[src/hw/rtl/assert_macros.svh]
// assertion macros shared by the tag persistence filter rtl
`ifndef ASSERT_MACROS_SVH
`define ASSERT_MACROS_SVH

// property checked at every rising clock edge outside reset
`define TPF_ASSERT(name, clk, rst, prop) \
   name: assert property (@(posedge clk) disable iff (rst) prop) \
      else $error("tag persistence filter assertion failed");

// consequent checked in the cycle after the antecedent, outside reset
`define TPF_ASSERT_NEXT(name, clk, rst, ante, cons) \
   name: assert property (@(posedge clk) disable iff (rst) (ante) |=> (cons)) \
      else $error("tag persistence filter assertion failed");

`endif

[src/hw/rtl/tpf_pkg.sv]
// types, codes and constants of the tag persistence filter
package tpf_pkg;

   localparam int ID_W       = 8;
   localparam int CNT_W      = 8;
   localparam int KIND_W     = 2;
   localparam int CSR_IDX_W  = 1;
   localparam int CSR_DATA_W = 8;

   localparam int NUM_IDS_DEFAULT = 256;

   localparam logic             WL_ENABLE_RESET  = 1'b1;
   localparam logic [CNT_W-1:0] FRAMES_REQ_RESET = 8'd2;
   localparam logic [CNT_W-1:0] CNT_MAX          = '1;

   typedef enum logic [KIND_W-1:0] {
      KIND_DETECT    = 2'd0,
      KIND_FRAME_END = 2'd1,
      KIND_WL_ADD    = 2'd2,
      KIND_WL_CLEAR  = 2'd3
   } kind_type;

   typedef enum logic [CSR_IDX_W-1:0] {
      CSR_WL_ENABLE  = 1'b0,
      CSR_FRAMES_REQ = 1'b1
   } csr_idx_type;

   typedef enum logic [1:0] {
      SCRUB_CLEAR = 2'd0,
      SCRUB_READ  = 2'd1,
      SCRUB_WRITE = 2'd2
   } scrub_state_type;

   // one result beat
   typedef struct packed {
      logic [ID_W-1:0]  tag_id;
      logic [CNT_W-1:0] hit_count;
      logic             frame_end;
   } rsp_type;

   // scrubber status toward the item path
   typedef struct packed {
      logic clearing;
      logic block;
   } scrub_stat_type;

   // output buffer status toward the item path
   typedef struct packed {
      logic       room;
      logic [1:0] count;
   } obuf_stat_type;

endpackage

[src/hw/rtl/tpf_out_buf.sv]
// two-entry result buffer between the update stage and the result channel
module tpf_out_buf import tpf_pkg::*; (
   input  logic          clock,
   input  logic          reset,
   input  logic          push,
   input  rsp_type       push_data,
   output logic          out_valid,
   input  logic          out_ready,
   output rsp_type       out_data,
   output obuf_stat_type stat
);

   rsp_type    data_ff [2];
   logic       wr_ptr_ff, wr_ptr_in;
   logic       rd_ptr_ff, rd_ptr_in;
   logic [1:0] count_ff, count_in;
   logic       pop;
   logic [2:0] fill_next;

   assign pop       = (count_ff != 2'd0) && out_ready;
   assign fill_next = 3'(count_ff) + 3'(push) - 3'(pop);

   always_comb begin
      wr_ptr_in = push ? !wr_ptr_ff : wr_ptr_ff;
      rd_ptr_in = pop ? !rd_ptr_ff : rd_ptr_ff;
      count_in  = fill_next[1:0];
   end

   always_ff @(posedge clock) begin
      if (reset) begin
         wr_ptr_ff <= 1'b0;
         rd_ptr_ff <= 1'b0;
         count_ff  <= 2'd0;
      end else begin
         wr_ptr_ff <= wr_ptr_in;
         rd_ptr_ff <= rd_ptr_in;
         count_ff  <= count_in;
      end
   end

   // result storage
   always_ff @(posedge clock) begin
      if (push) begin
         data_ff[wr_ptr_ff] <= push_data;
      end
   end

   assign out_valid  = (count_ff != 2'd0);
   assign out_data   = data_ff[rd_ptr_ff];
   // room for one more item in flight after this cycle
   assign stat.room  = (fill_next <= 3'd1);
   assign stat.count = count_ff;

endmodule

[config.mk]
export PLATFORM = sky130hd
export DESIGN_NAME = tpf_out_buf
export DESIGN_NICKNAME = d
export VERILOG_FILES = /design/src/hw/rtl/assert_macros.svh /design/src/hw/rtl/tpf_pkg.sv /design/src/hw/rtl/tpf_out_buf.sv
export SDC_FILE = /design/constraint.sdc
export NUM_CORES = 1
export LEC_CHECK = 0
export BUFFER_PORTS_ARGS = -buffer_cell sky130_fd_sc_hd__buf_2
export CORE_MARGIN = 5
export CORE_UTILIZATION = 50
export DETAILED_ROUTE_END_ITERATION = 10
export PLACE_DENSITY = 0.86
export SYNTH_ARGS = -nofsm -noshare
export SYNTH_HDL_FRONTEND = slang
export SYNTH_SLANG_ARGS = --single-unit
[constraint.sdc]
create_clock -name clock -period 2.3 [get_ports clock]
set_clock_uncertainty 0.1 [all_clocks]
set_input_delay 0 -clock clock [delete_from_list [all_inputs] [get_ports clock]]
set_output_delay 0 -clock clock [all_outputs]
set_load 0.05 [all_outputs]
== After elaboration in Yosys (flattened, before gate mapping) ==
Memory sizes are Yosys's and may differ from the RTL's. A register that Yosys moved wholly into a read port is not among the register bits.
Cells that the tools add are included.

* RAM bits: 34
* Memories: 1
* Bits in registers: 4
* Word-level logic and storage cells: 15
* Input port bits: 21

* Mux-type cells: 4
* Reduce and logical (&&, ||, !) cells: 4
* $lt $le $gt $ge: 1
* Add/sub/neg operators: 2

{| class="wikitable"
|+ Memories
! name !! words !! bits a word !! rd ports !! clocked after Yosys merged registers in !! wr ports !! line !! source
|-
| data_ff || 2 || 17 || 1 || 1 || 1 || tpf_out_buf.sv:13 || <nowiki>rsp_type data_ff [2];</nowiki>
|}

{| class="wikitable"
|+ Operators with widths
! operator !! count
|-
| two-way mux 1 bit || 4
|-
| adder 2 x 1 -> 3 bit || 1
|-
| less-or-equal comparator 3 x 1 -> 1 bit, second input constant || 1
|-
| subtractor 3 x 1 -> 3 bit || 1
|-
| zero test 1 bit || 2
|-
| nonzero test 2 bit || 1
|-
| logical AND 1 bit || 1
|}

== Depth between registers and ports, before layout ==
* Word-level depth: 4
* Gate-level depth with buffers: 7
* Mapped depth without buffers: 7

== Worst setup path after synthesis ==
Ideal clock, no wire load.

* Path kind: flip-flop to output port
* Start: register count_ff[1]
* End: output port stat[2] (netlist name)
* Setup slack: -0.218 ns
* Cell stages (with the launch flop): 7
* Data required time: 2.200 ns
* Path buffers: 0
* Data arrival time: 2.418 ns
* Path through: dfxtp_1 -> o21a_1 -> ha_1 -> inv_1 -> ha_1 -> fa_1 -> nor2_1

{| class="wikitable"
|+ RTL lines
! item !! line !! source
|-
| from (decl) || tpf_out_buf.sv:16 || <nowiki>logic [1:0] count_ff, count_in;</nowiki>
|-
| from (signal assigned) || tpf_out_buf.sv:37 || <nowiki>count_ff <= count_in;</nowiki>
|-
| to (decl) || tpf_out_buf.sv:10 || <nowiki>output obuf_stat_type stat</nowiki>
|}

==> results.txt <==
Dividing the final minimum period by the clock period gives 0.974. The power density of the placed cells is around 1100 nW/um^2. After detailed routing, the number of vias per cell comes to 4.86. The total nets after synthesis came out at about 100. In the synthesized netlist, the number of instances is 79. Summed over all nets, the half-perimeter wirelength after detailed placement is 1.80 mm. The total non-filler cell area in the finished layout is 2060 um^2. The yosys synthesis warning count is 0.

The setup TNS is 0 ns. The post-synthesis area per instance is 18.9 um^2. For this design the total switching power over the nets is 956 uW.

The global-route usage over all layers came out at 0.154. The maximum vdd ir drop came out at 0.00125 V. The share of synthesized area in the top cell type comes to 0.684. The initial utilization of the core area, before any placement, comes to 0.532. The global-route wire length before repair is 4.75 mm. The global route total overflow came out at 0. The number of I/O pins came out at 42. The final critical-path required period is 2.24 ns.

The largest net degree at the start of global routing is 18. The switching power as a share of total power is 0.407. For this run, the detailed router's first-pass iteration total came to 3. The leakage power is 0.000809 uW. edfxtp_1 takes more of the synthesized area than any other cell. The critical path's most frequent cell is ha_4. Counting tap cells, the placed design contains a total of 152 instances. Cell internal power was estimated by the tool at 1390 uW.

The worst-case setup margin in the final layout is 0.0604 ns. The final max-slew violation count is 0. The final net count came out at 174. Setup violations remaining at the end of the flow were counted as 0. The startpoint identified for the worst hold timing path is push_data[12]. The slew of the pin with the lowest slew margin came out at 0.738 ns. The CTS tree is yes. Summing all placed instances gives a cell area of 1740 um^2.

Setup repair after global routing could not meet its margin everywhere. The area enclosed by the die boundary came out at around 4200 um^2. The flow ran to the end, and the final reports show no timing, DRC or antenna violations.

The total CTS buffers came out at 5. By area, the combinational part of the netlist is dominated by multiplexers. Summing over every cut layer, the via total after detailed routing is about 890.

Relative to the synthesized area, the layout overhead comes to 38.1%. The complex-gate fraction of the synthesized area is 0.00503. STA classifies the critical path endpoint as a primary output. The row count is 19. The number of storage elements in the synthesis netlist is 39.

The iteration-0 DRC count of the detailed router came out at 11. The buffers plus inverters on the worst setup path is 2. The number of antenna violations at the first check in global routing came to 0. The kind of cell with the highest combined delay along the critical path is adder cells.

For this run, the register share of the synthesized area comes to 0.751. In this run the tightest slew margin relative to its limit is 0.507. The number of clock sinks came out at 39. The share of total power in the clock network came out at 0.134. The number of buffers on the longest clock path is 2. The fraction of layout cells with a size suffix above 1 is 0.523.

The remaining antenna violation count is 0. The post-detailed-route DRC marker count came out at 0. The root buffer cell chosen for the clock tree is clkbuf_4.

The worst path arrival time is about 2.1 ns. Traced cell by cell, the critical path runs through o21a_4, ha_4, inv_2, ha_4, fa_2, xnor2_2, nor2_4, buf_8. The number of fill cells in the layout came out at 181. Measured along the x axis, the die boundary spans 64.6 um.

The highest clock frequency the design can meet is 0.446 GHz. The critical path starts at count_ff[0]$_SDFF_PP0_. The netlist area before placement is 1490 um^2. The arithmetic-cell share of the synthesized area counting full adders, half adders and majority gates came out at 0.0302.

The mux share of post-synthesis cell area came out at 0.143. The total length of routed wires came out at 2.87 mm. In this run the worst path has a maximum fanout of 3. In this run the worst hold path is classified as input pin to flip-flop.

The wire length per cell is 15.8 um. The sequential power share is 0.385. The final standard cell count with taps included and fillers excluded is 182. The proportion of power drawn by combinational gates came out at 0.481. The clock transition at the registers of the reported paths is roughly 0.11 ns. In this run the critical register-to-register path is launched from count_ff[0]$_SDFF_PP0_.

In this design, the stage delay of the slowest critical-path cell is 0.37 ns. The xor/xnor cell area share of the yosys netlist came out at 0.0117. The number of global-route vias before repair came out at between 1,000 and 1,500. The core area is 2810 um^2.

Measured on the finished design, the core utilization comes to 0.735. The antenna diode count is 0. The post-synthesis simple-gate area fraction came out at 0.0310. The source-to-sink clock delay at the later pin of the worst-skew pair came out at 0.32 ns.

The slowest stage of the critical path belongs to the cell fa_2. The die extent in y came out at 64.6 um. The reported max-cap violation count came out at 0. Yosys mapped the design onto 14 distinct sky130hd cell types.

The critical path required time is 2.20 ns. The kind of start point of the critical path is a flip-flop. By area the synthesized netlist is led by edfxtp_1 68%, mux2_2 14%, dfxtp_1 6.7%, ha_1 1.7%, nor2b_1 1.7%.

The final-report hold violation count came to 0. Prior to clock tree synthesis, the placed netlist has a worst setup slack of 0.252 ns. The count of buffers from port buffering came out at 41.

The maximum level of the CTS H-tree came out at 2. The worst setup path is of the flip-flop to primary output kind. The placer's final routability congestion estimate is 0.696.
## final timing paths
kind | end | slack (ns) | depth (start not counted)
setup / recovery | stat[2] | 0.06 | 8
hold / removal | data_ff[0][12]$_DFFE_PP_ | 0.29 | 2
setup reg to reg | count_ff[1]$_SDFF_PP0_ | 0.44 | 6
hold reg to reg | wr_ptr_ff$_SDFFE_PP0P_ | 0.47 | 2
## kinds of logic (layout without fill, tap and decap cells)
logic type,after synthesis,count (layout)
AND/OR/NAND/NOR,9,9
XOR/XNOR,2,2
buffers and inverters,6,78
multiplexers,19,19
flip-flops,39,39
AO/OA/AOI/OAI,1,1
adder cells (fa/ha/maj),3,3
## cell usage after synthesis, drive strengths merged
master and n:
edfxtp 34, mux2 19, dfxtp 5, inv 4
nor2b 4, nor2 3, buf 2, ha 2
xnor2 2, and2 1, fa 1, nand2 1
o21a 1
## layout make-up
cell class	instances	area, um^2	area share
multi-input cells	34	380	0.184
clock buffers	6	41.3	0.0200
inverters	4	15.0	0.00728
clock inverters	2	7.51	0.00364
well taps	31	38.8	0.0188
flip-flops and latches	39	1130	0.546
repair buffers	66	453	0.220
## flip-flops by register name, indices dropped and copies added, names as in the netlist, named ones only
name,flops
rd_ptr_ff,1
count_ff,2
wr_ptr_ff,1
data_ff,34
## timing repair
action                                  4_1_cts  5_1_grt
gates resized for setup                       5        8
hold buffers                                 19        1
buffers inserted                              0        2
pin swaps                                     0        5
endpoints found under the setup margin        1        1
hold endpoints to repair                     38        1
## stage by stage
stage | power, uW | hold WS, ns
after floorplan | 1680 | -0.0284
after global placement | 1820 | 0.0882
after detailed placement | 1850 | 0.0936
after CTS | 2260 | 0.00193
after global routing | 2480 | 0.285
final | 2350 | 0.292
## cells in the final DEF (no fill, tap or decap)
master	synthesis	final
dfxtp_2	0	1
ha_4	0	2
fa_2	0	1
and2_1	1	1
edfxtp_1	34	34
o21a_4	0	1
clkinv_1	0	2
inv_1	4	3
dfxtp_4	0	1
clkbuf_1	0	1
mux2_2	19	19
xnor2_1	2	1
clkbuf_4	0	5
dlygate4sd3_1	0	20
nor2_4	0	1
xnor2_2	0	1
dfxtp_1	5	3
inv_2	0	1
buf_4	0	5
buf_8	1	1
nor2_1	3	2
buf_2	0	40
nor2b_1	4	4
nand2_1	1	1
## power groups by stage
| stage | clock (uW) | sequential, uW | combinational [uW] |
|---|---|---|---|
| CTS | 325 | 909 | 1030 |
| floorplan | 0 | 940 | 738 |
| global placement | 0 | 913 | 910 |
| detailed placement | 0 | 920 | 927 |
| global route | 356 | 917 | 1210 |
| finish | 315 | 905 | 1130 |
## routing by layer
metal	part of all wire	global-route usage	vias up
li1	-	-	433
met3	0.047	0.0535	4
met2	0.56	0.290	26
met1	0.38	0.158	422
met4	0.010	0.0554	0
met5	0	0	-
Power figures use the tool's default switching activity.
