==> src/hw/rtl/assert_macros.svh <==
// assertion macros shared by the tag persistence filter rtl
`ifndef ASSERT_MACROS_SVH
`define ASSERT_MACROS_SVH

// property checked at every rising clock edge outside reset
`define TPF_ASSERT(name, clk, rst, prop) \
   name: assert property (@(posedge clk) disable iff (rst) prop) \
      else $error("tag persistence filter assertion failed");

// consequent checked in the cycle after the antecedent, outside reset
`define TPF_ASSERT_NEXT(name, clk, rst, ante, cons) \
   name: assert property (@(posedge clk) disable iff (rst) (ante) |=> (cons)) \
      else $error("tag persistence filter assertion failed");

`endif

==> src/hw/rtl/tpf_pkg.sv <==
// types, codes and constants of the tag persistence filter
package tpf_pkg;

   localparam int ID_W       = 8;
   localparam int CNT_W      = 8;
   localparam int KIND_W     = 2;
   localparam int CSR_IDX_W  = 1;
   localparam int CSR_DATA_W = 8;

   localparam int NUM_IDS_DEFAULT = 256;

   localparam logic             WL_ENABLE_RESET  = 1'b1;
   localparam logic [CNT_W-1:0] FRAMES_REQ_RESET = 8'd2;
   localparam logic [CNT_W-1:0] CNT_MAX          = '1;

   typedef enum logic [KIND_W-1:0] {
      KIND_DETECT    = 2'd0,
      KIND_FRAME_END = 2'd1,
      KIND_WL_ADD    = 2'd2,
      KIND_WL_CLEAR  = 2'd3
   } kind_type;

   typedef enum logic [CSR_IDX_W-1:0] {
      CSR_WL_ENABLE  = 1'b0,
      CSR_FRAMES_REQ = 1'b1
   } csr_idx_type;

   typedef enum logic [1:0] {
      SCRUB_CLEAR = 2'd0,
      SCRUB_READ  = 2'd1,
      SCRUB_WRITE = 2'd2
   } scrub_state_type;

   // one result beat
   typedef struct packed {
      logic [ID_W-1:0]  tag_id;
      logic [CNT_W-1:0] hit_count;
      logic             frame_end;
   } rsp_type;

   // scrubber status toward the item path
   typedef struct packed {
      logic clearing;
      logic block;
   } scrub_stat_type;

   // output buffer status toward the item path
   typedef struct packed {
      logic       room;
      logic [1:0] count;
   } obuf_stat_type;

endpackage

==> src/hw/rtl/tpf_scrub.sv <==
// reset clearing pass and background stamp scrubber for the id table
module tpf_scrub import tpf_pkg::*; #(
   parameter int NUM_IDS = NUM_IDS_DEFAULT,
   localparam int AW = $clog2(NUM_IDS),
   localparam int SW = AW + 3,
   localparam int DW = 2 * SW + CNT_W
) (
   input  logic           clock,
   input  logic           reset,
   input  logic [SW-1:0]  frame_ep,
   input  logic [SW-1:0]  wl_ep,
   input  logic           stage_wr,
   input  logic [AW-1:0]  stage_addr,
   input  logic [DW-1:0]  rd_data,
   output logic           rd_en,
   output logic [AW-1:0]  rd_addr,
   output logic           wr_en,
   output logic [AW-1:0]  wr_addr,
   output logic [DW-1:0]  wr_data,
   output scrub_stat_type stat
);

   scrub_state_type state_ff, state_in;
   logic [AW-1:0]   ptr_ff, ptr_in;
   logic            ptr_last;
   logic [SW-1:0]   wst, fst, fage;
   logic [CNT_W-1:0] cnt;
   logic [SW-1:0]   wst_n, fst_n;

   assign ptr_last = (ptr_ff == AW'(NUM_IDS - 1));

   // stale stamps are pulled back to a fixed distance behind the epochs
   always_comb begin
      wst   = rd_data[DW-1 -: SW];
      fst   = rd_data[SW+CNT_W-1 -: SW];
      cnt   = rd_data[CNT_W-1:0];
      fage  = frame_ep - fst;
      fst_n = (fage > SW'(1)) ? (frame_ep - SW'(2)) : fst;
      wst_n = (wst == wl_ep) ? wst : (wl_ep - SW'(1));
   end

   always_ff @(posedge clock) begin
      if (reset) begin
         state_ff <= SCRUB_CLEAR;
         ptr_ff   <= '0;
      end else begin
         state_ff <= state_in;
         ptr_ff   <= ptr_in;
      end
   end

   // sweep sequencer
   always_comb begin
      state_in      = state_ff;
      ptr_in        = ptr_ff;
      rd_en         = 1'b0;
      wr_en         = 1'b0;
      wr_data       = {wst_n, fst_n, cnt};
      stat.clearing = 1'b0;
      stat.block    = 1'b0;
      case (state_ff)
         SCRUB_CLEAR: begin
            stat.clearing = 1'b1;
            wr_en         = 1'b1;
            wr_data       = {wl_ep - SW'(1), frame_ep - SW'(2), CNT_W'(0)};
            ptr_in        = ptr_last ? '0 : ptr_ff + AW'(1);
            if (ptr_last) begin
               state_in = SCRUB_READ;
            end
         end
         SCRUB_READ: begin
            rd_en    = 1'b1;
            state_in = SCRUB_WRITE;
         end
         SCRUB_WRITE: begin
            if (stage_wr && (stage_addr != ptr_ff)) begin
               // write port busy: hold off new items for one cycle and retry
               stat.block = 1'b1;
            end else begin
               // a stage write to this entry leaves it fresh already
               wr_en    = !stage_wr;
               ptr_in   = ptr_last ? '0 : ptr_ff + AW'(1);
               state_in = SCRUB_READ;
            end
         end
         default: begin
            state_in = SCRUB_CLEAR;
            ptr_in   = '0;
         end
      endcase
   end

   assign rd_addr = ptr_ff;
   assign wr_addr = ptr_ff;

endmodule

==> config.mk <==
export PLATFORM = sky130hd
export DESIGN_NAME = tpf_scrub
export DESIGN_NICKNAME = d
export VERILOG_FILES = /design/src/hw/rtl/assert_macros.svh /design/src/hw/rtl/tpf_pkg.sv /design/src/hw/rtl/tpf_scrub.sv
export SDC_FILE = /design/constraint.sdc
export NUM_CORES = 1
export LEC_CHECK = 0
export BUFFER_PORTS_ARGS = -buffer_cell sky130_fd_sc_hd__buf_2
export CORE_ASPECT_RATIO = 0.9
export CORE_MARGIN = 2
export CORE_UTILIZATION = 34
export DETAILED_ROUTE_END_ITERATION = 8
export PLACE_DENSITY = 0.71
export SLEW_MARGIN = 10
export SYNTH_ARGS = -nofsm -noshare
export SYNTH_HDL_FRONTEND = slang
export SYNTH_SLANG_ARGS = --single-unit
==> constraint.sdc <==
create_clock -name clock -period 3 [get_ports clock]
set_input_delay 0.3 -clock clock [delete_from_list [all_inputs] [get_ports clock]]
set_output_delay 0.3 -clock clock [all_outputs]
set_load 0.1 [all_outputs]
## Yosys cells after proc, flatten, opt, wreduce, memory -nomap -nowiden

Cells that the tools add are included.

| word-level totals | value |
|---|---|
| word-level logic and storage cells | 35 |
| flip-flop bits (word level) | 10 |
| output and inout port bits | 50 |

| operators by class | value |
|---|---|
| order comparisons | 1 |
| multiplexer cells | 15 |
| bitwise operators | 1 |
| add/sub/neg operators | 4 |
| equality and inequality tests | 7 |
| reduce and logical (&&, ||, !) cells | 5 |

Operator list:

| operator | count |
|---|---|
| two-way mux 30 bit | 1 |
| one-hot mux 8 bit (3 select lines) | 1 |
| two-way mux 11 bit | 2 |
| two-way mux 8 bit | 2 |
| equality test 11 bit | 1 |
| > comparator 11 x 1 -> 1 bit, second input constant | 1 |
| subtractor 11 x 1 -> 11 bit, second input constant | 1 |
| subtractor 11 bit | 1 |
| subtractor 11 x 2 -> 11 bit, second input constant | 1 |
| adder 8 x 1 -> 8 bit, second input constant | 1 |
| equality test 8 bit, second input constant | 1 |
| inequality test 8 bit | 1 |
| one-hot mux 2 bit (3 select lines) | 1 |
| two-way mux 1 bit | 5 |
| two-way mux 2 bit | 2 |
| inequality test 2 bit, second input constant | 2 |
| AND reduction 2 bit | 2 |
| equality test 2 x 1 -> 1 bit, second input constant | 1 |
| equality test 2 bit, second input constant | 1 |
| logical NOT 2 bit | 1 |
| one-hot mux 1 bit (2 select lines) | 1 |
| logical AND 1 bit | 1 |
| logical NOT 1 bit | 1 |
| NOT 1 bit | 1 |

## Longest topological paths before layout

| depth | value |
|---|---|
| word-level depth | 4 |
| depth in mapped cells | 11 |
| gate-level depth less buffers | 10 |

## Worst setup path after synthesis

Ideal clock, no wire load.

| path | value |
|---|---|
| path type | reg2out |
| start | reg state_ff[0] |
| end | out wr_data[20] |
| buffers on the path | 2 |
| arrival time | 3,696 ps |
| setup slack | -996 ps |
| stages on the path, launching flop included | 8 |
| cell sequence | dfxtp_1 -> nor2_1 -> clkbuf_1 -> nor4_1 -> nand3_1 -> clkbuf_1 -> nor2_1 -> a21oi_1 |

| between the ends | value |
|---|---|
| word-level cells in the longest chain between the ends | 2 |

Ends and longest elaborated chain:

| what | RTL line | source |
|---|---|---|
| start: declaration | tpf_scrub.sv:23 | `scrub_state_type state_ff, state_in;` |
| start signal: assignment | tpf_scrub.sv:47 | `state_ff <= state_in;` |
| logical NOT 2 bit | tpf_scrub.sv:61 | `case (state_ff)` |
| two-way mux 30 bit | tpf_scrub.sv:61 |  |
| end: declaration | tpf_scrub.sv:19 | `output logic [DW-1:0] wr_data,` |

Every way passes these cells.

## Worst setup path after layout

| path | value |
|---|---|
| start | in frame_ep[0] |
| end | out wr_data[18] |

| between the ends | value |
|---|---|
| word-level cells in the longest chain between the ends | 4 |

Ends and longest elaborated chain:

| what | RTL line | source |
|---|---|---|
| start: declaration | tpf_scrub.sv:10 | `input logic [SW-1:0] frame_ep,` |
| subtractor 11 bit | tpf_scrub.sv:37 | `fage = frame_ep - fst;` |
| > comparator 11 x 1 -> 1 bit | tpf_scrub.sv:38 | `fst_n = (fage > SW'(1)) ? (frame_ep - SW'(2)) : fst;` |
| two-way mux 11 bit | tpf_scrub.sv:38 |  |
| two-way mux 30 bit * | tpf_scrub.sv:61 |  |

Mark *: on every way between the ends. The rest lies on a longest branch, timed or not.

==> run metrics <==
Tightest Hold Check Type=input pin to flop; Syn-to-layout area delta=67.2%; initial detailed-routing violation count=63; syn nets=329; unrepaired setup endpoints after global routing=yes; Critical Path Stages=13; Syn. warnings=0; clk_skew=0.000602 ns; Netlist cell types=44; Pleak=1.47 nW; DIE HEIGHT=74.7 um; Die Wd=82.6 um; setup_tns=-0.480 ns; worst flop-to-flop path startpoint=rd_addr[1]; Main synth FF type=dfxtp_1; number of global-route vias before repair=2076; total global routing overflow=0; post-layout net count=443; mapped cell area=1890 sq um; Crit path top cell by count=buf_12; CP Buf/Inv Count=5; Vias/cell=5.11; critical path type=input pin to output pin; Power Dens Cells=280 nW/um^2; Inserted Clock Buffers=3; n_diodes=0; CP required=2.70 ns; Synth Area per Inst=7.50 sq um; Worst slew margin=0.672; Hold Fails Final Rpt=0; Synth Instances=252; crit path to=wr_data[18]; Max Freq=320 MHz; # setup viols final=10; Critical Path Fanout Max=5; fraction of registers with async set/reset=0; die area=6170 sq um; CTS Root Cell=clkbuf_8; number of synthesized flops with an enable pin=0; proportion of layout cells with a drive suffix above 1=0.462; fin area=3160 sq um; largest net degree at the start of global routing=16; hold_buf cts=0; DR WL/cell=13.0 um; placed cell area=3040 sq um; Worst EP arrival=2.82 ns; critical path startpoint category=input pin; Crit path max-delay family=compound AO/OA/AOI/OAI gates; Clock transition at path regs=0.04 ns; sequential-to-total area share from yosys stat=0.106; failing checks=negative setup slack; Slew Limit Fails=0; CTS H-tree lvls=1; first-pass GRT wire length=8790 um; clock sinks=10; fin crit period=3.12 ns; TritonCTS clock tree=built; Total Power=0.000883 W; clock latency on the worst-skew pair=0.23 ns; Final Cycle Share=1.04; post-synthesis register bit count=10; outcome=complete, but fails checks; Rows=25; routed wire length=5610 um; Initial Util=0.355; Worst R2R Path Depth=7; Total Routing Usage GR=0.177; VDD IR max=0.000216 V; max cap viols=0; Critical Path Max Stage Delay=0.39 ns; number of detailed-route iterations in the first pass=4; Crit. Startpoint=frame_ep[0]; Clock Path Buffers=2; measured slew at the worst slew-check pin=0.495 ns; DRC viols=0; crit end category=output pin; I/O Pins=113; Final ANT Viol Nets=0; CORE AREA=5320 sq um; PortBufs=112; crit path cell chain=buf_12 -> inv_12 -> ha_4 -> inv_2 -> fa_2 -> xor2_1 -> a311oi_1 -> nand4_1 -> a211oi_2 -> o2111ai_4 -> buf_8 -> mux2_4 -> buf_12; Final HPWL DP=4730 um; routability cong.=0.831; Worst R2R End=rd_addr[2]; fin worst setup slack=-0.123 ns; via count=2204; R2R Setup Slk=1.12 ns; Crit-path slowest cell=fa_2; FILL cells=480; initial antenna violation count=0
-- cell type report --
type | count | area (sq um) | share of cell area
tap | 67 | 83.8 | 0.0265
inverter | 21 | 91.3 | 0.0289
multi-input combinational | 206 | 1730 | 0.549
sequential | 10 | 200 | 0.0634
timing repair buffer | 124 | 1010 | 0.319
clock buffer | 3 | 41.3 | 0.0131
-- stage by stage --
step | hold slack, ns | cells | worst slack [ns] | util
3_5_place_dp | 0.553 | 427 | -0.147 | 0.571
3_3_place_gp | 0.545 | 427 | -0.102 | 0.571
2_1_floorplan | 0.369 | 252 | -0.00704 | -
4_1_cts | 0.309 | 431 | -0.0404 | 0.586
5_1_grt | 0.323 | 431 | -0.224 | 0.594
6_report | 0.309 | 431 | -0.123 | 0.594
-- Yosys cell counts (all sizes together), types with 2 or more instances --
cell type | instances | area share
nor2b | 11 | 0.036
mux2 | 2 | 0.014
xnor2 | 23 | 0.11
o21ai | 9 | 0.024
nand2 | 4 | 0.0079
clkbuf | 6 | 0.012
ha | 13 | 0.086
buf | 9 | 0.038
or3 | 4 | 0.013
and3 | 7 | 0.023
or4 | 2 | 0.0099
o21bai | 3 | 0.012
nand4 | 3 | 0.0099
nor3 | 6 | 0.022
a21oi | 22 | 0.058
a21o | 4 | 0.016
nor4b | 2 | 0.0093
nor2 | 26 | 0.052
nor4 | 7 | 0.023
dfxtp | 10 | 0.11
xor2 | 22 | 0.10
o211ai | 4 | 0.016
nand2b | 3 | 0.0099
nand3 | 3 | 0.0079
mux2i | 11 | 0.058
nor3b | 2 | 0.0079
inv | 21 | 0.042
-- placed cells by master, fill, tap and decap left out, types with 7 or more instances in the layout --
master,Yosys,layout
dfxtp_1,10,10
nor2b_1,11,11
buf_12,0,23
o21ai_0,9,8
nor4_1,7,7
nor2_1,26,25
xor2_1,22,22
buf_2,0,89
xnor2_1,23,23
buf_4,8,10
mux2i_4,0,9
a21oi_2,0,12
ha_1,13,11
inv_1,21,19
a21oi_1,22,10
-- power breakdown --
group	internal, W	leakage (nW)	switching (W)
clock	0.0000874	0.0216	0.0000476
sequential	0.000137	0.0812	0.00000646
combinational	0.000226	1.37	0.000378
-- timing repair --
| item | CTS | global route |
|---|---|---|
| gates cloned | 0 | 0 |
| pin swaps | 5 | 8 |
| resized for setup | 5 | 11 |
| setup endpoints to repair | 11 | 11 |
| setup buffers | 1 | 0 |
-- flip-flops by register name, summed over array words and instances (netlist names) --
register	cells
rd_addr	8
state_ff	2
-- worst min-delay path by stage --
stage             endpoint  depth (start not counted)  start  slack, ns
2_1_floorplan   rd_addr[4]                          1  reset       0.37
6_report       state_ff[1]                          2  reset       0.31
3_3_place_gp    rd_addr[4]                          2  reset       0.55
4_1_cts        state_ff[0]                          2  reset       0.31
3_5_place_dp   state_ff[0]                          2  reset       0.55
5_1_grt         rd_addr[6]                          2  reset       0.32
-- layer usage --
layer,track usage,wire (um)
met5,0,0
met4,0.0419,98
met3,0.0396,516
met2,0.335,2850
met1,0.202,2150
-- logic make-up (layout without fill, tap and decap cells) --
kind of cell,count (synthesis),count (layout),share of synthesized area
AO/OA/AOI/OAI,52,52,0.183
buffers and inverters,36,148,0.0914
AND/OR/NAND/NOR,82,82,0.242
XOR/XNOR,45,45,0.209
flip-flops,10,10,0.106
adder cells (fa/ha/maj),14,14,0.0967
multiplexers,13,13,0.0722
No activity file was read; power rests on OpenSTA's default activity.
